===== src/tdwq_pkg.sv =====
package tdwq_pkg;

	localparam int QUEUE_DEPTH  = 32;
	localparam int TASK_ID_BITS = 8;
	localparam int IDX_W        = (QUEUE_DEPTH > 1) ? $clog2(QUEUE_DEPTH) : 1;
	localparam int CNT_W        = $clog2(QUEUE_DEPTH + 1);
	localparam int SUM_W        = CNT_W + 1;
	localparam int ENTRY_W      = 32 + TASK_ID_BITS;

	typedef enum logic [1:0] {
		KIND_TICK  = 2'd0,
		KIND_TIME  = 2'd1,
		KIND_DELAY = 2'd2,
		KIND_UNTIL = 2'd3
	} kind_t;

	typedef enum logic [1:0] {
		REPLY_ACK    = 2'd0,
		REPLY_TIME   = 2'd1,
		REPLY_WAKE   = 2'd2,
		REPLY_REJECT = 2'd3
	} reply_t;

	typedef struct packed {
		kind_t              kind;
		logic [7:0]         task_id;
		logic signed [31:0] tick_value;
	} cmd_t;

	typedef struct packed {
		reply_t             reply_kind;
		logic [7:0]         dest_task;
		logic signed [31:0] time_value;
		logic               last;
	} result_t;

	// result handoff from the sequencer to the output stage
	typedef struct packed {
		logic               valid;
		logic               fin;
		reply_t             reply_kind;
		logic [7:0]         dest_task;
		logic signed [31:0] time_value;
	} emit_t;

	typedef struct packed {
		logic                         we;
		logic [IDX_W-1:0]             waddr;
		logic [ENTRY_W-1:0]           wdata;
		logic                         re;
		logic [IDX_W-1:0]             raddr;
	} mem_req_t;

	function automatic logic [TASK_ID_BITS-1:0] to_stored(input logic [7:0] t);
		logic [15:0]             w;
		logic [TASK_ID_BITS-1:0] r;
		w = {8'b0, t};
		for (int i = 0; i < TASK_ID_BITS; i++) begin
			r[i] = w[i];
		end
		return r;
	endfunction

	function automatic logic [7:0] from_stored(input logic [TASK_ID_BITS-1:0] s);
		logic [15:0] w;
		w = '0;
		for (int i = 0; i < TASK_ID_BITS; i++) begin
			w[i] = s[i];
		end
		return w[7:0];
	endfunction

	function automatic logic [IDX_W-1:0] wrap_inc(input logic [IDX_W-1:0] a);
		return (a == IDX_W'(QUEUE_DEPTH - 1)) ? '0 : IDX_W'(a + 1'b1);
	endfunction

	function automatic logic [IDX_W-1:0] wrap_add(input logic [IDX_W-1:0] a,
			input logic [CNT_W-1:0] b);
		logic [SUM_W-1:0] s;
		s = SUM_W'(a) + SUM_W'(b);
		if (s >= SUM_W'(QUEUE_DEPTH)) begin
			s = s - SUM_W'(QUEUE_DEPTH);
		end
		return IDX_W'(s);
	endfunction

endpackage


===== src/tdwq_ram.sv =====
module tdwq_ram #(
	parameter int DEPTH = 32,
	parameter int WIDTH = 40,
	parameter int AW    = 5
) (
	input  logic             clk,
	input  logic             we,
	input  logic [AW-1:0]    waddr,
	input  logic [WIDTH-1:0] wdata,
	input  logic             re,
	input  logic [AW-1:0]    raddr,
	output logic [WIDTH-1:0] rdata
);

	logic [WIDTH-1:0] mem [DEPTH];
	logic [WIDTH-1:0] rdata_q;

	always_ff @(posedge clk) begin
		if (we) begin
			mem[waddr] <= wdata;
		end
		if (re) begin
			rdata_q <= mem[raddr];
		end
	end

	assign rdata = rdata_q;

endmodule


===== src/tdwq_ctrl.sv =====
module tdwq_ctrl (
	input  logic                                   clk,
	input  logic                                   arst_n,
	input  logic                                   start,
	input  tdwq_pkg::cmd_t                         cmd,
	output logic                                   busy,
	output tdwq_pkg::mem_req_t                     mreq,
	input  logic [tdwq_pkg::ENTRY_W-1:0]           rdata,
	output tdwq_pkg::emit_t                        emit
);

	typedef enum logic [1:0] {IDLE, SCAN, FINISH} state_t;

	state_t                          state_q;
	logic signed [31:0]              ticks_q;
	logic [tdwq_pkg::IDX_W-1:0]      head_q;
	logic [tdwq_pkg::CNT_W-1:0]      count_q;
	logic [tdwq_pkg::IDX_W-1:0]      rd_q;
	logic [tdwq_pkg::IDX_W-1:0]      wr_q;
	logic [tdwq_pkg::IDX_W-1:0]      new_head_q;
	logic [tdwq_pkg::CNT_W-1:0]      rem_q;
	logic [tdwq_pkg::CNT_W-1:0]      kept_q;
	logic                            vld_s1;

	logic                            accept;
	logic [tdwq_pkg::IDX_W-1:0]      tail;
	logic                            full;
	logic signed [31:0]              ent_deadline;
	logic [tdwq_pkg::TASK_ID_BITS-1:0] ent_task;
	logic                            expired;
	logic [7:0]                      req_task;
	logic signed [31:0]              deadline;

	assign busy         = (state_q != IDLE);
	assign accept       = start && !busy;
	assign tail         = tdwq_pkg::wrap_add(head_q, count_q);
	assign full         = (count_q == tdwq_pkg::CNT_W'(tdwq_pkg::QUEUE_DEPTH));
	assign ent_deadline = rdata[tdwq_pkg::ENTRY_W-1 -: 32];
	assign ent_task     = rdata[tdwq_pkg::TASK_ID_BITS-1:0];
	assign expired      = (ent_deadline <= ticks_q);
	assign req_task     = tdwq_pkg::from_stored(tdwq_pkg::to_stored(cmd.task_id));
	assign deadline     = (cmd.kind == tdwq_pkg::KIND_DELAY) ?
	                      (cmd.tick_value + ticks_q) : cmd.tick_value;

	always_comb begin
		mreq = '0;
		emit = '0;
		case (state_q)
			IDLE: begin
				if (accept) begin
					case (cmd.kind)
						tdwq_pkg::KIND_TICK: begin
							emit.valid      = 1'b1;
							emit.reply_kind = tdwq_pkg::REPLY_ACK;
							emit.dest_task  = req_task;
						end
						tdwq_pkg::KIND_TIME: begin
							emit.valid      = 1'b1;
							emit.fin        = 1'b1;
							emit.reply_kind = tdwq_pkg::REPLY_TIME;
							emit.dest_task  = req_task;
							emit.time_value = ticks_q;
						end
						default: begin
							emit.fin = 1'b1;
							if (full) begin
								emit.valid      = 1'b1;
								emit.reply_kind = tdwq_pkg::REPLY_REJECT;
								emit.dest_task  = req_task;
							end else begin
								mreq.we    = 1'b1;
								mreq.waddr = tail;
								mreq.wdata = {deadline, tdwq_pkg::to_stored(cmd.task_id)};
							end
						end
					endcase
				end
			end
			SCAN: begin
				if (rem_q != '0) begin
					mreq.re    = 1'b1;
					mreq.raddr = rd_q;
				end
				if (vld_s1) begin
					if (expired) begin
						emit.valid      = 1'b1;
						emit.reply_kind = tdwq_pkg::REPLY_WAKE;
						emit.dest_task  = tdwq_pkg::from_stored(ent_task);
						emit.time_value = ticks_q;
					end else begin
						mreq.we    = 1'b1;
						mreq.waddr = wr_q;
						mreq.wdata = rdata;
					end
				end
			end
			FINISH: begin
				emit.fin = 1'b1;
			end
			default: begin
			end
		endcase
	end

	always_ff @(posedge clk or negedge arst_n) begin
		if (!arst_n) begin
			state_q    <= IDLE;
			ticks_q    <= '0;
			head_q     <= '0;
			count_q    <= '0;
			rd_q       <= '0;
			wr_q       <= '0;
			new_head_q <= '0;
			rem_q      <= '0;
			kept_q     <= '0;
			vld_s1     <= 1'b0;
		end else begin
			case (state_q)
				IDLE: begin
					if (accept) begin
						case (cmd.kind)
							tdwq_pkg::KIND_TICK: begin
								ticks_q    <= ticks_q + 32'sd1;
								rd_q       <= head_q;
								wr_q       <= tail;
								new_head_q <= tail;
								rem_q      <= count_q;
								kept_q     <= '0;
								vld_s1     <= 1'b0;
								state_q    <= (count_q == '0) ? FINISH : SCAN;
							end
							tdwq_pkg::KIND_TIME: begin
							end
							default: begin
								if (!full) begin
									count_q <= count_q + 1'b1;
								end
							end
						endcase
					end
				end
				SCAN: begin
					if (rem_q != '0) begin
						rd_q   <= tdwq_pkg::wrap_inc(rd_q);
						rem_q  <= rem_q - 1'b1;
						vld_s1 <= 1'b1;
					end else begin
						vld_s1 <= 1'b0;
					end
					if (vld_s1 && !expired) begin
						wr_q   <= tdwq_pkg::wrap_inc(wr_q);
						kept_q <= kept_q + 1'b1;
					end
					if (vld_s1 && rem_q == '0) begin
						head_q  <= new_head_q;
						count_q <= expired ? kept_q : kept_q + 1'b1;
						state_q <= FINISH;
					end
				end
				FINISH: begin
					state_q <= IDLE;
				end
				default: begin
					state_q <= IDLE;
				end
			endcase
		end
	end

endmodule


===== src/tdwq_out.sv =====
module tdwq_out (
	input  logic              clk,
	input  logic              arst_n,
	input  tdwq_pkg::emit_t   emit,
	output logic              strobe,
	output tdwq_pkg::result_t result
);

	logic              strobe_q;
	tdwq_pkg::result_t result_q;
	tdwq_pkg::result_t pend_q;
	logic              pend_vld_q;
	tdwq_pkg::result_t fresh;
	tdwq_pkg::result_t fresh_fin;
	tdwq_pkg::result_t pend_fin;

	// one result is held back until the next one or the end mark shows where last falls
	assign fresh = '{reply_kind: emit.reply_kind, dest_task: emit.dest_task,
	                 time_value: emit.time_value, last: 1'b0};
	assign fresh_fin = '{reply_kind: emit.reply_kind, dest_task: emit.dest_task,
	                     time_value: emit.time_value, last: 1'b1};
	assign pend_fin = '{reply_kind: pend_q.reply_kind, dest_task: pend_q.dest_task,
	                    time_value: pend_q.time_value, last: 1'b1};

	always_ff @(posedge clk or negedge arst_n) begin
		if (!arst_n) begin
			strobe_q   <= 1'b0;
			pend_vld_q <= 1'b0;
		end else begin
			strobe_q <= 1'b0;
			if (emit.valid && emit.fin) begin
				strobe_q <= 1'b1;
			end else if (emit.valid) begin
				strobe_q   <= pend_vld_q;
				pend_vld_q <= 1'b1;
			end else if (emit.fin) begin
				strobe_q   <= pend_vld_q;
				pend_vld_q <= 1'b0;
			end
		end
	end

	always_ff @(posedge clk) begin
		if (emit.valid && emit.fin) begin
			result_q <= fresh_fin;
		end else if (emit.valid) begin
			result_q <= pend_q;
			pend_q   <= fresh;
		end else if (emit.fin) begin
			result_q <= pend_fin;
		end
	end

	assign strobe = strobe_q;
	assign result = result_q;

endmodule


===== src/tick_delay_wakeup_queue.sv =====
// Time request and delay: busy stays low; a time reply or reject strobes next.
// Tick: raises busy and scans the queued sleepers, or goes straight to the finish state
// when the queue is empty; the scan reads one memory entry per cycle.
// A result waits until the next one or the scan end shows where last falls; the final
// result of a tick strobes in the first cycle with busy low. The receiver cannot stall.
// arst_n clears the counter, head and fill count; the queue memory is not cleared.
module tick_delay_wakeup_queue (
	input  logic              clk,
	input  logic              arst_n,
	input  logic              start,
	input  tdwq_pkg::cmd_t    cmd,
	output logic              busy,
	output logic              strobe,
	output tdwq_pkg::result_t result
);

	tdwq_pkg::mem_req_t                mreq;
	logic [tdwq_pkg::ENTRY_W-1:0]      rdata;
	tdwq_pkg::emit_t                   emit;

	tdwq_ctrl u_ctrl (
		.clk    (clk),
		.arst_n (arst_n),
		.start  (start),
		.cmd    (cmd),
		.busy   (busy),
		.mreq   (mreq),
		.rdata  (rdata),
		.emit   (emit)
	);

	tdwq_ram #(
		.DEPTH (tdwq_pkg::QUEUE_DEPTH),
		.WIDTH (tdwq_pkg::ENTRY_W),
		.AW    (tdwq_pkg::IDX_W)
	) u_ram (
		.clk   (clk),
		.we    (mreq.we),
		.waddr (mreq.waddr),
		.wdata (mreq.wdata),
		.re    (mreq.re),
		.raddr (mreq.raddr),
		.rdata (rdata)
	);

	tdwq_out u_out (
		.clk    (clk),
		.arst_n (arst_n),
		.emit   (emit),
		.strobe (strobe),
		.result (result)
	);

endmodule


===== config.mk =====
export PLATFORM = sky130hd
export DESIGN_NAME = tick_delay_wakeup_queue
export DESIGN_NICKNAME = d
export VERILOG_FILES = /design/src/tdwq_pkg.sv /design/src/tdwq_ram.sv /design/src/tdwq_ctrl.sv /design/src/tdwq_out.sv /design/src/tick_delay_wakeup_queue.sv
export SDC_FILE = /design/constraint.sdc
export NUM_CORES = 2
export LEC_CHECK = 0
export ABC_AREA = 1
export BUFFER_PORTS_ARGS = -buffer_cell sky130_fd_sc_hd__buf_2
export CAP_MARGIN = 30
export CORE_UTILIZATION = 32
export CTS_BUF_LIST = sky130_fd_sc_hd__clkbuf_4 sky130_fd_sc_hd__clkbuf_8
export DETAILED_ROUTE_END_ITERATION = 16
export GPL_TIMING_DRIVEN = 0
export PLACE_DENSITY = 0.5
export SLEW_MARGIN = 30
export SYNTH_ARGS = -nofsm -noshare
export SYNTH_HDL_FRONTEND = slang
export SYNTH_SLANG_ARGS = --single-unit
export TNS_END_PERCENT = 30

===== constraint.sdc =====
create_clock -name clk -period 10.6 [get_ports clk]
set_input_delay 1.59 -clock clk [delete_from_list [all_inputs] [get_ports clk]]
set_output_delay 1.59 -clock clk [all_outputs]
set_load 0.005 [all_outputs]

==> qor.csv <==
metric,value,unit
ys_warn_count,0,
cts_max_level,5,
io_buffers,89,
rsz0062_at_grt,no,
fp.dieW,447.8,µm
fill_cells,18837,
slew_viol_final,0,
drc,0,
synth_seq_area_share,69.28,%
ff2ff_setup_slack,5860,ps
drv_cap,0,
crit_type,reg2reg,
numCtsBuffers,275,
crit_path_max_fanout,10,
arrival,5360,ps
synth_edf_count,1404,
syn_avg_cell_area,12.41,µm²
cts_tree,built,
setup_viol,0,
num_vias,43875,
period_needed,4738,ps
drt_iter0_markers,4462,
yosysTopAreaCellShare,66.30,%
grt_pass1_wl,303700,µm
finClkSkew,67.99,ps
areaGrowthSynthToFinish,20.12,%
fp.dieH,447.8,µm
grt_pass1_vias,42629,
vdd_drop_max,0.1390,mV
clk_latency,1020,ps
cts_setup_buffers,0,
async_flop_share,5.068,%
synth_xor_area_share,0.8264,%
synth_mux_area_share,1.468,%
synthCells,5124,
clkSinkCount,1480,
fin_crit_sh,44.70,%
io_pins,90,
post_cts_resized,0,
drive_gt1_share,17.26,%
gp_congestion,0.9449,
leakagePower,0.02596,µW
multi_input_area,18070,µm²
synth_compound_area_share,13.25,%
setup_tns,0,ps
synthFlopType,edfxtp_1,
dieArea,200500,µm²
grt_max_degree,45,
worst_ep_required_time,11220,ps
post_synth_num_cell_types,58,
drt-pass1-iter-count,6,
dpl.hpwl,155400,µm
clkSlewWorstSetupHoldPaths,60,ps
hold_violations,0,
core_area,197400,µm²
relSlewSlack,31.14,%
synth_area_leaders,"edfxtp_1 (66%), nand2_1 (5.8%), a21oi_1 (3.7%), o21ai_0 (3.1%), o22ai_1 (3.0%)",
post-synth-top-area-cell,edfxtp_1,
synth_fp_nets,5251,
synth-simple-area-share,10.25,%
status,"finished, final reports clean",
synth_area,63590,µm²
cellPowerDensity,303.9,nW/µm²
cts.hold.buffers_added,0,
cts_root_buffer,clkbuf_8,
drt_wl_total,217200,µm
vias_per_cell,5.197,
fmax,211.0,MHz
end_kind,flip-flop,
final_nets,5757,
post-route-util,38.69,%
num_rows,163,
cp-start-kind,flip-flop,
antenna_left,0,
antenna_found_initial,22,
synth-adder-area-share,1.637,%
grt_overflow,0,
tightest_slew,1030,ps
synth_seq_cells,1480,
clock_tree.buffer_depth,4,
layout.area.seq,44060,µm²
grt_usage,21.27,%
hold_path_class,in2async,
wl_per_cell,25.73,µm
synth_top_family_by_area,compound AO/OA/AOI/OAI gates,
initial_core_util,32.21,%
-- path summary, 6_finish.rpt --
| kind | from | endpoint | cells after the start |
|---|---|---|---|
| max reg2reg | u_ctrl.rem_q[0] | u_ram.rdata[12] | 14 |
| max in group asynchronous | arst_n | u_ctrl.state_q[1] | 2 |
| min reg2reg | u_out.result[0] | u_out.result[0] | 2 |
| min in group clk | u_out.result[0] | u_out.result[0] | 2 |
| max | u_ctrl.rem_q[0] | u_ram.rdata[12] | 14 |
| min | arst_n | u_out.pend_vld_q | 1 |
-- through the flow --
stage / cells / instance area [µm²] / total power, µW / hold slack (ps) / setup WS (ps)
6_report: 8442 / 76380 / 23210 / 480.4 / 5862
4_1_cts: 8439 / 76380 / 23200 / 419.8 / 5942
5_1_grt: 8440 / 76380 / 24180 / 450.8 / 5707
2_1_floorplan: 5124 / 63590 / 13160 / 449.2 / 5642
3_5_place_dp: 7993 / 71460 / 18060 / 472.8 / 5458
3_3_place_gp: 7853 / 67340 / 17190 / 452.3 / 1751
-- area by class of cell --
class                           count  area share, %
Antenna cell                        3       0.009828
Buffer                            328          1.926
Clock buffer                      365          5.921
Clock inverter                     81         0.5111
Inverter                          167         0.8288
Multi-Input combinational cell   3149          23.65
Sequential cell                  1480          57.68
Tap cell                         2640          4.324
Timing Repair Buffer              229          5.147
-- critical path, stage by stage (launching register included) --
cell	delay (ps)
dfrtp_1	320
inv_1	90
ha_1	230
nand3_1	100
nand2_2	100
buf_6	180
nor2_4	780
inv_2	470
buf_2	500
buf_1	320
a21oi_1	520
nand3b_1	180
nand2_1	110
o21ai_0	100
nand2_1	280
-- synthesized netlist by cell type (34+ instances only) --
library cell	instances
a21oi_1	476
buf_1	34
buf_2	115
clkbuf_1	168
dfrtp_1	75
edfxtp_1	1404
ha_1	80
inv_1	150
mux2_2	76
nand2_1	987
nand3_1	137
nand3b_1	41
nor2_1	152
nor2_4	39
o21ai_0	396
o21ai_1	60
o22ai_1	303
o2bb2ai_1	160
or2_1	40
xor2_1	53
-- logic make-up (layout without fill, tap and decap cells) --
family	count (synthesis)	after routing
and+or+nand+nor	1473	1473
buffers and inverters	495	1170
other	0	3
DFF	1480	1480
adders and majority gates	82	82
xor gates and xnor gates	60	60
AOI/OAI and AO/OA	1451	1451
muxes	83	83
-- cells in the final DEF (no fill, tap or decap), types with 13 or more instances in the layout --
cell       Yosys  final
dfrtp_1       75     75
nor2_4        39     72
clkbuf_8       0    285
o22ai_1      303    295
nor3_1        15     15
clkbuf_1     168    161
nand3_1      137    137
edfxtp_1    1404   1404
a21oi_1      476    476
o2bb2ai_1    160    160
o21ai_0      396    375
o21ai_4        0     21
xor2_1        53     53
buf_2        115    204
nand2_2        9     19
o21ai_1       60     60
nand2_1      987    977
or2_1         40     40
inv_2         13     13
ha_1          80     79
buf_16         0    104
buf_8          0     19
clkinv_2       0     16
nor2_1       152    118
buf_1         34     33
buf_12         3     19
mux2_2        76     76
nand3b_1      41     41
clkbuf_4       0     80
clkinv_1       2     62
inv_1        150    149
a21o_1        13     13
-- per-layer routing --
layer / vias up / GRT usage, % / routed length, µm
li1: 19980 / - / -
met1: 21681 / 29.59 / 95150
met2: 1894 / 33.04 / 98040
met3: 318 / 3.388 / 15910
met4: 2 / 8.565 / 8055
met5: - / 0 / 7
-- registers in the layout (all words and copies together), names as in the netlist, 5 cells and up --
signal	flops
u_ram.mem	1280
u_out.result	43
u_ctrl.wr_q	5
u_ctrl.kept_q	6
u_ctrl.count_q	6
u_ram.rdata	40
u_ctrl.head_q	5
u_ctrl.rem_q	6
u_ctrl.new_head_q	5
u_out.pend_fin	42
u_ctrl.ticks_q	32
u_ctrl.rd_q	5
-- report_power, final --
group | switching, µW | leakage [µW] | internal, µW
combinational | 6930 | 0.00948 | 2750
sequential | 300 | 0.0139 | 8110
clock | 2330 | 0.00260 | 2790
(Power assumes the default switching activity.)
